`src/hw/rtl/rdq_pkg.sv`:
```
// Shared types, constants and slot arithmetic for the record deque.
`timescale 1ns / 1ps

package rdq_pkg;

  localparam int CAPACITY = 16;
  localparam int IDX_W    = $clog2(CAPACITY);
  localparam int CNT_W    = $clog2(CAPACITY + 1);
  localparam int REC_W    = 64;
  localparam int OCC_W    = 5;

  typedef enum logic [2:0] {
    OP_PUSH_FRONT = 3'd0,
    OP_PUSH_BACK  = 3'd1,
    OP_POP_FRONT  = 3'd2,
    OP_POP_BACK   = 3'd3,
    OP_REMOVE     = 3'd4
  } rdq_op_e;

  typedef enum logic [1:0] {
    ST_OK        = 2'd0,
    ST_EMPTY     = 2'd1,
    ST_NOT_FOUND = 2'd2,
    ST_FULL      = 2'd3
  } rdq_status_e;

  typedef enum logic [2:0] {
    S_IDLE,
    S_POP,
    S_SCAN,
    S_SHIFT,
    S_DONE
  } rdq_state_e;

  typedef struct packed {
    logic [15:0] name_handle;
    logic [15:0] price;
    logic [15:0] size;
    logic [15:0] id;
  } rdq_rec_t;

  typedef struct packed {
    rdq_status_e      status;
    rdq_rec_t         rec;
    logic [OCC_W-1:0] occupancy;
  } rdq_res_t;

  // Slot of the record k places behind the front, wrapped into the store.
  function automatic logic [IDX_W-1:0] slot_of(logic [IDX_W-1:0] front,
                                               logic [CNT_W-1:0] k);
    logic [CNT_W:0] s;
    s = (CNT_W + 1)'(front) + (CNT_W + 1)'(k);
    if (s >= (CNT_W + 1)'(CAPACITY)) begin
      s = s - (CNT_W + 1)'(CAPACITY);
    end
    return s[IDX_W-1:0];
  endfunction

  function automatic logic [IDX_W-1:0] slot_inc(logic [IDX_W-1:0] p);
    return (p == IDX_W'(CAPACITY - 1)) ? '0 : p + IDX_W'(1);
  endfunction

  function automatic logic [IDX_W-1:0] slot_dec(logic [IDX_W-1:0] p);
    return (p == '0) ? IDX_W'(CAPACITY - 1) : p - IDX_W'(1);
  endfunction

endpackage

```
`src/hw/rtl/record_deque_with_keyed_delete_top.sv`:
```
// Top level of the record deque: input packing, sequencer and result register.
`timescale 1ns / 1ps

// Bounded deque of up to 16 records (id, size, price, name handle) with
// push/pop at either end and removal of the first record from the front
// whose id matches. Every accepted transfer yields exactly one result
// transfer carrying a status, the removed record (zeros unless a record
// was removed) and the occupancy after the operation. Records live in a
// simple dual-port RAM with registered read data; the store needs no
// clearing after reset, since only occupied slots are read. One operation
// is in flight at a time. A keyed removal uses the single RAM read port to
// first walk the records from the front and then move each record behind
// the match down by one slot. The result register lets the next input
// transfer be accepted while a finished result still waits on out_stall_i.
module record_deque_with_keyed_delete_top
  import rdq_pkg::*;
(
  input  logic        clk_i,
  input  logic        rst_ni,
  input  logic        in_valid_i,
  output logic        in_stall_o,
  input  logic [2:0]  opcode_i,
  input  logic [15:0] record_id_i,
  input  logic [15:0] record_size_i,
  input  logic [15:0] record_price_i,
  input  logic [15:0] name_handle_i,
  output logic        out_valid_o,
  input  logic        out_stall_i,
  output logic [1:0]  status_o,
  output logic [15:0] out_id_o,
  output logic [15:0] out_size_o,
  output logic [15:0] out_price_o,
  output logic [15:0] out_name_handle_o,
  output logic [4:0]  occupancy_o
);

  rdq_rec_t in_rec;
  logic     res_valid;
  logic     res_ready;
  rdq_res_t res;
  logic     out_valid_q;
  rdq_res_t out_q;

  // Pack the input fields into the stored record layout.
  assign in_rec.id          = record_id_i;
  assign in_rec.size        = record_size_i;
  assign in_rec.price       = record_price_i;
  assign in_rec.name_handle = name_handle_i;

  rdq_ctrl u_ctrl (
    .clk_i      (clk_i),
    .rst_ni     (rst_ni),
    .in_valid_i (in_valid_i),
    .in_stall_o (in_stall_o),
    .opcode_i   (opcode_i),
    .rec_i      (in_rec),
    .res_valid_o(res_valid),
    .res_ready_i(res_ready),
    .res_o      (res)
  );

  // The result register takes a new result when empty or being drained.
  assign res_ready = !out_valid_q || !out_stall_i;

  always_ff @(posedge clk_i or negedge rst_ni) begin
    if (!rst_ni) begin
      out_valid_q <= 1'b0;
    end else if (res_ready) begin
      out_valid_q <= res_valid;
    end
  end

  // Hold the payload while a stalled transfer waits.
  always_ff @(posedge clk_i) begin
    if (res_ready && res_valid) begin
      out_q <= res;
    end
  end

  assign out_valid_o       = out_valid_q;
  assign status_o          = out_q.status;
  assign out_id_o          = out_q.rec.id;
  assign out_size_o        = out_q.rec.size;
  assign out_price_o       = out_q.rec.price;
  assign out_name_handle_o = out_q.rec.name_handle;
  assign occupancy_o       = out_q.occupancy;

endmodule

```
`src/hw/rtl/rdq_ram.sv`:
```
// Simple dual-port RAM: one write port, one read port with registered data.
`timescale 1ns / 1ps

module rdq_ram #(
  parameter int DATA_W = 64,
  parameter int DEPTH  = 16,
  localparam int ADDR_W = $clog2(DEPTH)
) (
  input  logic              clk_i,
  input  logic              we_i,
  input  logic [ADDR_W-1:0] waddr_i,
  input  logic [DATA_W-1:0] wdata_i,
  input  logic [ADDR_W-1:0] raddr_i,
  output logic [DATA_W-1:0] rdata_o
);

  logic [DATA_W-1:0] mem [DEPTH];
  logic [DATA_W-1:0] rdata_q;

  always_ff @(posedge clk_i) begin
    if (we_i) begin
      mem[waddr_i] <= wdata_i;
    end
  end

  always_ff @(posedge clk_i) begin
    rdata_q <= mem[raddr_i];
  end

  assign rdata_o = rdata_q;

endmodule

```
`src/hw/rtl/rdq_ctrl.sv`:
```
// Sequencer for the deque: front and count registers, scan and compaction.
`timescale 1ns / 1ps

module rdq_ctrl
  import rdq_pkg::*;
(
  input  logic        clk_i,
  input  logic        rst_ni,
  input  logic        in_valid_i,
  output logic        in_stall_o,
  input  logic [2:0]  opcode_i,
  input  rdq_rec_t    rec_i,
  output logic        res_valid_o,
  input  logic        res_ready_i,
  output rdq_res_t    res_o
);

  rdq_state_e       state_q, state_d;
  logic [IDX_W-1:0] front_q, front_d;
  logic [CNT_W-1:0] count_q, count_d;
  logic [CNT_W-1:0] k_q, k_d;
  logic [15:0]      key_q, key_d;
  rdq_status_e      status_q, status_d;
  rdq_rec_t         got_q, got_d;

  logic             ram_we;
  logic [IDX_W-1:0] ram_waddr;
  rdq_rec_t         ram_wdata;
  logic [IDX_W-1:0] ram_raddr;
  rdq_rec_t         ram_rdata;

  logic             full;
  logic [CNT_W-1:0] k_next;
  logic [CNT_W-1:0] k_next2;

  rdq_ram #(
    .DATA_W(REC_W),
    .DEPTH (CAPACITY)
  ) u_ram (
    .clk_i  (clk_i),
    .we_i   (ram_we),
    .waddr_i(ram_waddr),
    .wdata_i(ram_wdata),
    .raddr_i(ram_raddr),
    .rdata_o(ram_rdata)
  );

  assign full    = (count_q == CNT_W'(CAPACITY));
  assign k_next  = k_q + CNT_W'(1);
  assign k_next2 = k_q + CNT_W'(2);

  always_ff @(posedge clk_i or negedge rst_ni) begin
    if (!rst_ni) begin
      state_q <= S_IDLE;
      front_q <= '0;
      count_q <= '0;
    end else begin
      state_q <= state_d;
      front_q <= front_d;
      count_q <= count_d;
    end
  end

  always_ff @(posedge clk_i) begin
    k_q      <= k_d;
    key_q    <= key_d;
    status_q <= status_d;
    got_q    <= got_d;
  end

  always_comb begin
    state_d   = state_q;
    front_d   = front_q;
    count_d   = count_q;
    k_d       = k_q;
    key_d     = key_q;
    status_d  = status_q;
    got_d     = got_q;
    ram_we    = 1'b0;
    ram_waddr = '0;
    ram_wdata = ram_rdata;
    ram_raddr = '0;

    unique case (state_q)
      S_IDLE: begin
        if (in_valid_i) begin
          got_d    = '0;
          status_d = ST_OK;
          state_d  = S_DONE;
          case (opcode_i) inside
            OP_PUSH_FRONT, OP_PUSH_BACK: begin
              if (full) begin
                status_d = ST_FULL;
              end else begin
                ram_we    = 1'b1;
                ram_wdata = rec_i;
                if (opcode_i == OP_PUSH_FRONT) begin
                  ram_waddr = slot_dec(front_q);
                  front_d   = ram_waddr;
                end else begin
                  ram_waddr = slot_of(front_q, count_q);
                end
                count_d = count_q + CNT_W'(1);
              end
            end
            OP_POP_FRONT, OP_POP_BACK, OP_REMOVE: begin
              if (count_q == '0) begin
                status_d = ST_EMPTY;
              end else if (opcode_i == OP_POP_FRONT) begin
                ram_raddr = front_q;
                front_d   = slot_inc(front_q);
                count_d   = count_q - CNT_W'(1);
                state_d   = S_POP;
              end else if (opcode_i == OP_POP_BACK) begin
                ram_raddr = slot_of(front_q, count_q - CNT_W'(1));
                count_d   = count_q - CNT_W'(1);
                state_d   = S_POP;
              end else begin
                // start the scan at the front; one read issued per cycle
                ram_raddr = front_q;
                k_d       = '0;
                key_d     = rec_i.id;
                state_d   = S_SCAN;
              end
            end
            default: begin
            end
          endcase
        end
      end

      S_POP: begin
        got_d   = ram_rdata;
        state_d = S_DONE;
      end

      S_SCAN: begin
        // read data belongs to entry k; prefetch entry k+1
        ram_raddr = slot_of(front_q, k_next);
        if (ram_rdata.id == key_q) begin
          got_d    = ram_rdata;
          status_d = ST_OK;
          if (k_next >= count_q) begin
            count_d = count_q - CNT_W'(1);
            state_d = S_DONE;
          end else begin
            state_d = S_SHIFT;
          end
        end else if (k_next >= count_q) begin
          status_d = ST_NOT_FOUND;
          state_d  = S_DONE;
        end else begin
          k_d = k_next;
        end
      end

      S_SHIFT: begin
        // move entry k+1 down into slot k, fetch entry k+2
        ram_we    = 1'b1;
        ram_waddr = slot_of(front_q, k_q);
        ram_wdata = ram_rdata;
        ram_raddr = slot_of(front_q, k_next2);
        if (k_next2 >= count_q) begin
          count_d = count_q - CNT_W'(1);
          state_d = S_DONE;
        end else begin
          k_d = k_next;
        end
      end

      S_DONE: begin
        if (res_ready_i) begin
          state_d = S_IDLE;
        end
      end

      default: begin
        state_d = S_IDLE;
      end
    endcase
  end

  assign in_stall_o       = (state_q != S_IDLE);
  assign res_valid_o      = (state_q == S_DONE);
  assign res_o.status     = status_q;
  assign res_o.rec        = got_q;
  assign res_o.occupancy  = OCC_W'(count_q);

  a_count_bound: assert property (@(posedge clk_i) disable iff (!rst_ni)
    count_q <= CNT_W'(CAPACITY))
    else $error("record count exceeds capacity");

  a_push_grows: assert property (@(posedge clk_i) disable iff (!rst_ni)
    in_valid_i && !in_stall_o && !full &&
    (opcode_i == OP_PUSH_FRONT || opcode_i == OP_PUSH_BACK)
    |=> count_q == $past(count_q) + CNT_W'(1))
    else $error("accepted push did not add a record");

  a_full_status: assert property (@(posedge clk_i) disable iff (!rst_ni)
    res_valid_o && status_q == ST_FULL |-> full && got_q == '0)
    else $error("full status without a full store");

  a_empty_status: assert property (@(posedge clk_i) disable iff (!rst_ni)
    res_valid_o && status_q == ST_EMPTY |-> count_q == '0 && got_q == '0)
    else $error("empty status with records held");

endmodule

```
`config.mk`:
```
export PLATFORM = sky130hd
export DESIGN_NAME = record_deque_with_keyed_delete_top
export DESIGN_NICKNAME = d
export VERILOG_FILES = /design/src/hw/rtl/rdq_pkg.sv /design/src/hw/rtl/record_deque_with_keyed_delete_top.sv /design/src/hw/rtl/rdq_ram.sv /design/src/hw/rtl/rdq_ctrl.sv
export SDC_FILE = /design/constraint.sdc
export NUM_CORES = 1
export LEC_CHECK = 0
export ABC_CLOCK_PERIOD_IN_PS = 7810
export BUFFER_PORTS_ARGS = -buffer_cell sky130_fd_sc_hd__buf_2
export CORE_MARGIN = 2
export CORE_UTILIZATION = 36
export CTS_CLUSTER_SIZE = 14
export DETAILED_ROUTE_END_ITERATION = 12
export GPL_TIMING_DRIVEN = 1
export PLACE_DENSITY = 0.48
export SLEW_MARGIN = 20
export SYNTH_ARGS = -nofsm -noshare
export SYNTH_HDL_FRONTEND = slang
export SYNTH_SLANG_ARGS = --single-unit
```
`constraint.sdc`:
```
create_clock -name clk_i -period 7.81 [get_ports clk_i]
set_input_delay 0.781 -clock clk_i [delete_from_list [all_inputs] [get_ports clk_i]]
set_output_delay 0.781 -clock clk_i [all_outputs]
set_load 0.02 [all_outputs]
```
==> impl_metrics.csv, run 1 <==
group,metric,value,unit
logic_synthesis,synth_cell_type_count,65,
setup_path,crit_slowest_cell,"nor2_1",
global_route,gr-total-overflow,0,
sta,period_minus_slack,5.14,ns
final_layout,layout-drive-gt1-share,17.5,%
clock_network,clk_pin_slew,0.06,ns
global_route,grt_max_degree,153,
power,p_sw,6830,uW
hold_path,whs_path_depth,1,
clock_network,root_buffer,"clkbuf_16",
global_route,grt_pass1_vias,29900,
setup_path,worst_setup_path_start_kind,"register",
setup_path,rr_endpoint,"u_ctrl.u_ram.rdata_o[38]$_DFF_P_",
floorplanning,ios,144,
logic_synthesis,synth_largest_area_cell,"edfxtp_1",
clock_network,numCtsBuffers,140,
clock_network,cts_max_path_buffers,3,
global_route,grt_use_total,19.2,%
run,maxCapViolations,0,
sta,skew,0.0256,ns
setup_path,slowest_delay,0.69,ns
routing,drc_errors,0,
final_layout,fin_cells,5185,
floorplanning,rows,138,
power,leakagePower,0.0180,uW
sta,fin_ws,2.67,ns
logic_synthesis,yosysMostFrequentCell,"edfxtp_1",
logic_synthesis,synth.area.top_cells,"edfxtp_1 (70%), o211ai_1 (3.8%), mux4_2 (2.8%)",
sta,worst_pin_slew,1.15,ns
routing,ant_nets,0,
hold_path,worst_hold_path_type,"in2reg",
floorplanning,initial_core_util,36.2,%
logic_synthesis,avgSynthCellArea,16.4,um2
logic_synthesis,yosys_warnings,0,
sta,fmax,0.195,GHz
sta,rsz0062_at_grt,"false",
routing,num_vias,29400,
sta,fin_crit_sh,65.8,%
setup_path,critPathArrivalTime,5.73,ns
power,p_seq_share,44.5,%
final_layout,multiInputGateArea,12900,um2
setup_path,critPathKind,"reg2reg",
final_layout,seq_area,37100,um2
sta,holdWs,0.206,ns
setup_path,path_cells,"nand2b_1, nor2_1, xnor2_1, ha_1, fa_1, xnor2_1, o22ai_4, buf_4, buf_4, a211oi_1, nor4_1, a32oi_1",
power,ir_worst_vdd,0.000202,V
setup_path,worstRegToRegCells,12,
run_status,status,"finished clean",
hold_path,worstHoldEndpoint,"u_ctrl.key_q[11]$_DFFE_PP_",
routing,drtPass1Iterations,6,
logic_synthesis,netlist_top_cells_count,"edfxtp_1 (1182), o211ai_1 (256), clkbuf_1 (184)",
logic_synthesis,synth_fp_nets,3208,
final_layout,layout.nets,3286,
hold_path,min_from,"record_id_i[11]",
routing,wl,141000,um
global_route,antenna_found_initial,8,
logic_synthesis,async_reset_ff_share,1.03,%
routing,vias_per_cell,5.67,
logic_synthesis,netlist_area,51000,um2
power,powerDensity,363,nW/um2
logic_synthesis,synthCells,3104,
floorplanning,dieArea,145000,um2
place,io_buffer_count,143,
sta,setup_viol,0,
setup_path,timing.rr.start,"u_ctrl.state_q[1]$_DFFE_PN0P_",
setup_path,cp_max_fo,57,
setup_path,critPathCaptureType,"register",
clock_network,cts_sinks,1259,
place,placed_cells,4927,
routing,wl_per_cell,27.2,um
clock_network,h-tree-depth,4,
place,dp_slack,2.48,ns
final_layout,syn_to_final_growth,14.3,%
sta,hold_violations,0,
sta,slew_violations,0,
sta,slew_headroom,23.6,%
clock_network,clk-insertion-delay-late,0.77,ns
logic_synthesis,ys_seq_area_share,72.7,%
logic_synthesis,synth_ff_type,"edfxtp_1",
place,dp_hpwl,76100,um
power,p_total,21100,uW
power,switching_share,32.3,%
setup_path,cp.required,8.41,ns
place,place_congestion,0.781,
logic_synthesis,synth_edf_count,1182,
power,pwr-share-comb,25.3,%
floorplanning,die_h,380,um
sta,setup_tns,0,ns
power,clkPwrFrac,30.2,%
routing,drt-initial-drc-count,2568,
global_route,grt_pass1_wl,206000,um
final_layout,fillers,12600,
clock_network,post_cts_resized,0,
floorplanning,core,141000,um2
power,p_int,14300,uW
clock_network,cts_tree,"yes",
logic_synthesis,synth_top_area_share,69.6,%
logic_synthesis,ys_ff_latch,1259,
setup_path,reg2reg_setup_slack,2.67,ns
floorplanning,dieWidth,380,um
metal layers:
| metal | global-route usage (%) | share of wire (%) | routed length, um | vias to the layer above |
|---|---|---|---|---|
| met5 | 0 | 0 | 0 | - |
| met4 | 6.97 | 3.1 | 4390 | 0 |
| met3 | 3.26 | 5.3 | 7530 | 218 |
| met2 | 30.7 | 47 | 66600 | 894 |
| met1 | 26.3 | 44 | 62400 | 15500 |
| li1 | - | - | - | 12800 |
power groups by stage:
stage	clock, uW	sequential (uW)	combinational, uW
finish	6390	9400	5340
global route	6810	9460	5800
CTS	6550	9410	5380
detailed placement	0	9540	5360
global placement	0	9530	5230
floorplan	0	9440	3400
sequential cells by signal, indices dropped and copies added, names as in the netlist:
signal / cells
out_price_o: 16
out_name_handle_o: 16
status_o: 2
u_ctrl.status_q: 2
u_ctrl.res_o: 64
out_id_o: 16
u_ctrl.u_ram.mem: 1024
out_size_o: 16
u_ctrl.k_q: 5
u_ctrl.u_ram.rdata_o: 64
u_ctrl.front_q: 4
out_valid_o: 1
u_ctrl.count_q: 5
u_ctrl.state_q: 3
occupancy_o: 5
u_ctrl.key_q: 16
metrics by stage:
step | instance area, um2 | util (%)
5_1_grt | 58300 | 41.3
3_3_place_gp | 53700 | 38.1
2_1_floorplan | 51000 | -
6_report | 58300 | 41.3
3_5_place_dp | 53800 | 38.1
4_1_cts | 58200 | 41.3
worst max path at each step:
stage / cells past startpoint / endpoint / slack (ns) / from
6_report: 12 / u_ctrl.u_ram.rdata_o[38]$_DFF_P_ / 2.67 / u_ctrl.state_q[1]$_DFFE_PN0P_
2_1_floorplan: 5 / u_ctrl.res_o[10]$_SDFFCE_PN0P_ / 1.66 / u_ctrl.key_q[2]$_DFFE_PP_
4_1_cts: 13 / u_ctrl.u_ram.rdata_o[21]$_DFF_P_ / 2.70 / u_ctrl.state_q[1]$_DFFE_PN0P_
3_3_place_gp: 8 / u_ctrl.u_ram.mem[12][37]$_DFFE_PP_ / 2.39 / opcode_i[1]
3_5_place_dp: 8 / u_ctrl.u_ram.mem[15][37]$_DFFE_PP_ / 2.48 / opcode_i[1]
5_1_grt: 13 / u_ctrl.u_ram.rdata_o[7]$_DFF_P_ / 2.28 / u_ctrl.state_q[1]$_DFFE_PN0P_
layout by cell type (no fill, tap or decap), drive strengths merged, types with 4 or more instances in the layout:
cell type and count:
clkinv 41, xor2 21, nand3 75, and2 136, mux2 66, bufinv 7
clkbuf 198, dfrtp 13, a31oi 5, a311o 64, nor4 70, o21ai 17
mux4 63, o22a 65, a32oi 65, a221oi 66, a211oi 132, fa 4
nor3 4, a21o 7, xnor2 23, buf 208, o211ai 256, ha 29
nor2 33, mux2i 134, a21oi 22, edfxtp 1182, inv 23, dfxtp 64
nand2 160
area by class of cell:
cell class,count,area share [%]
clock buffer,198,6.77
timing repair buffer,209,2.44
tap,1890,4.06
sequential,1259,63.6
antenna,1,0.00429
multi-input combinational,1557,22.1
inverter,15,0.0966
clock inverter,56,0.865
logic make-up (layout without fill, tap and decap cells):
logic type      count (synthesis)  in the layout  share of synthesized area (%)
compound gates                721            721                           11.3
xor+xnor                       44             44                          0.755
fa+ha+maj                      33             33                          0.868
buf+inv                       288            478                           2.46
flops                        1259           1259                           72.7
mux                           263            263                           6.87
other cells                     0              1                              0
simple gates                  496            496                           5.02
worst max-delay path, delay by kind of cell, from the launching register on:
kind / cells / cell delay [ns]
xor+xnor: 2 / 0.34
compound gates: 3 / 0.52
flops: 1 / 0.55
fa+ha+maj: 2 / 0.65
simple gates: 3 / 1.76
buf+inv: 2 / 1.07
what timing repair did:
action	4_1_cts	5_1_grt
hold buffers	1	0
hold endpoints to repair	13	0
setup buffers	0	0
(Power assumes the default switching activity.)
==> run 2: changes to the inputs <==
--- a/config.mk
+++ b/config.mk
@@ -5,14 +5,14 @@
 export SDC_FILE = /design/constraint.sdc
 export NUM_CORES = 1
 export LEC_CHECK = 0
-export ABC_CLOCK_PERIOD_IN_PS = 7810
+export ABC_CLOCK_PERIOD_IN_PS = 4650
 export BUFFER_PORTS_ARGS = -buffer_cell sky130_fd_sc_hd__buf_2
 export CORE_MARGIN = 2
 export CORE_UTILIZATION = 36
 export CTS_CLUSTER_SIZE = 14
 export DETAILED_ROUTE_END_ITERATION = 12
 export GPL_TIMING_DRIVEN = 1
-export PLACE_DENSITY = 0.48
+export PLACE_DENSITY = 0.5
 export SLEW_MARGIN = 20
 export SYNTH_ARGS = -nofsm -noshare
 export SYNTH_HDL_FRONTEND = slang
==> constraint.sdc (replaced) <==
create_clock -name clk_i -period 4.65 [get_ports clk_i]
set_input_delay 0.465 -clock clk_i [delete_from_list [all_inputs] [get_ports clk_i]]
set_output_delay 0.465 -clock clk_i [all_outputs]
set_load 0.02 [all_outputs]
==> run 2 against run 1 <==
Compared with the run above: non-clock buffer count rose by 60; worst hold slack lost 0.063 ns; global-route usage about the same; worst setup slack lost 2.3 ns; die area unchanged; total power grew 69%; fmax increased by 20%; via count grew 1.1%; core utilization is 0.62 points higher; sequential power grew 67%.
==> impl_metrics.csv, run 2 (synthesis results as in run 1) <==
group,metric,value,unit
sta,setup_viol,0,
sta,fin_crit_sh,92.2,%
sta,hold_violations,0,
routing,drc_errors,0,
routing,wl_per_cell,27.0,um
routing,vias_per_cell,5.67,
global_route,grt_max_degree,131,
global_route,gr-total-overflow,0,
floorplanning,dieArea,145000,um2
place,placed_cells,4972,
final_layout,fin_cells,5247,
final_layout,regMostFlops,"u_ctrl.u_ram.mem",
clock_network,cts_setup_buffers,0,
setup_path,cp.required,5.12,ns
final_layout,final_common_cell,"edfxtp_1",
global_route,grt_use_total,19.2,%
run_status,status,"finished clean",
floorplanning,core,141000,um2
sta,skew,0.0281,ns
final_layout,layout-drive-gt1-share,18.5,%
routing,ant_nets,0,
sta,period_minus_slack,4.29,ns
global_route,grt_pass1_wl,208000,um
clock_network,numCtsBuffers,139,
power,leakagePower,0.0184,uW
clock_network,cts_tree,"yes",
power,powerDensity,602,nW/um2
final_layout,layout_common_cells,"edfxtp_1 (1182), o211ai_1 (256), nand2_1 (156)",
sta,slew_violations,0,
final_layout,syn_to_final_growth,16.0,%
setup_path,critPathKind,"reg2reg",
routing,wl,142000,um
setup_path,worst_setup_path_start_kind,"register",
routing,drt-initial-drc-count,2813,
run,maxCapViolations,0,
clock_network,cts_max_path_buffers,3,
power,ir_worst_vdd,0.000481,V
floorplanning,die_h,380,um
clock_network,h-tree-depth,4,
setup_path,cp_max_fo,18,
place,dp_hpwl,75900,um
floorplanning,ios,144,
sta,rsz0062_at_grt,"false",
clock_network,root_buffer,"clkbuf_16",
setup_path,critPathArrivalTime,4.76,ns
clock_network,clk_pin_slew,0.06,ns
place,place_congestion,0.822,
setup_path,critPathCaptureType,"register",
place,io_buffer_count,143,
clock_network,post_cts_resized,0,
floorplanning,initial_core_util,36.2,%
hold_path,worst_hold_path_type,"in2async",
global_route,antenna_found_initial,4,
floorplanning,rows,138,
sta,holdWs,0.142,ns
final_layout,layout.nets,3345,
clock_network,clk-insertion-delay-late,0.78,ns
global_route,grt_pass1_vias,30500,
floorplanning,dieWidth,380,um
routing,num_vias,29700,
final_layout,antenna_cells,0,
sta,worst_pin_slew,0.995,ns
routing,drtPass1Iterations,6,
final_layout,largest_register_ffs,1024,
sta,fmax,0.233,GHz
clock_network,cts_sinks,1259,
sta,slew_headroom,33.5,%
==> run 2: cell type report <==
class / instances / area (um2)
Fill cell: 12500 / 81900
Clock buffer: 192 / 3830
Timing Repair Buffer: 269 / 2330
Tap cell: 1890 / 2360
Inverter: 15 / 56.3
Sequential cell: 1259 / 37100
Multi-Input combinational cell: 1557 / 12900
Clock inverter: 65 / 597
==> run 2: through the flow <==
stage / setup WS (ns) / TNS [ns] / cell area, um2 / total power (uW) / util [%]
2_1_floorplan: -0.520 / -294.46 / 51000 / 21500 / -
3_3_place_gp: 0.461 / 0 / 54600 / 25000 / 38.7
3_5_place_dp: 0.383 / 0 / 54600 / 25200 / 38.7
4_1_cts: 0.353 / 0 / 59200 / 36000 / 41.9
5_1_grt: 0.164 / 0 / 59200 / 37200 / 41.9
6_report: 0.362 / 0 / 59200 / 35600 / 41.9
==> run 2: critical path, cell delays in order, from the launching register on <==
cell and delay [ns]:
dfrtp_1 0.59, or4b_4 0.66, a21oi_1 0.31, and2_0 0.62
a32o_1 0.28, nand3_1 0.31, nor2_4 0.88, buf_4 0.29
==> run 2: final timing paths <==
kind / startpoint / end / slack [ns] / cells after the start
setup / recovery: u_ctrl.state_q[0]$_DFFE_PN0P_ / u_ctrl.u_ram.mem[1][40]$_DFFE_PP_ / 0.36 / 7
hold / removal: rst_ni / u_ctrl.state_q[1]$_DFFE_PN0P_ / 0.14 / 2
setup reg to reg: u_ctrl.state_q[0]$_DFFE_PN0P_ / u_ctrl.u_ram.mem[1][40]$_DFFE_PP_ / 0.36 / 7
hold reg to reg: u_ctrl.res_o[37]$_SDFFCE_PN0P_ / out_price_o[0]$_DFFE_PP_ / 0.41 / 0
max in group asynchronous: rst_ni / u_ctrl.count_q[3]$_DFFE_PN0P_ / 4.23 / 2
min in group clk_i: opcode_i[0] / u_ctrl.front_q[3]$_DFFE_PN0P_ / 0.16 / 3
==> run 2: power breakdown <==
| group | switching (uW) | total (uW) | internal (uW) |
|---|---|---|---|
| combinational | 6360 | 9240 | 2880 |
| sequential | 635 | 15700 | 15100 |
| clock | 4530 | 10700 | 6150 |
==> run 2: timing repair <==
item | in CTS | in global routing
hold buffers | 18 | 0
setup endpoints to repair | 0 | 0
hold endpoints to repair | 31 | 0
==> run 2: per-layer routing <==
metal	up-vias	track usage (%)	share of wire [%]
li1	13000	-	-
met1	15500	26.1	44
met2	1058	31.4	48
met3	240	3.65	5.7
met4	0	5.63	2.4
met5	-	0	0
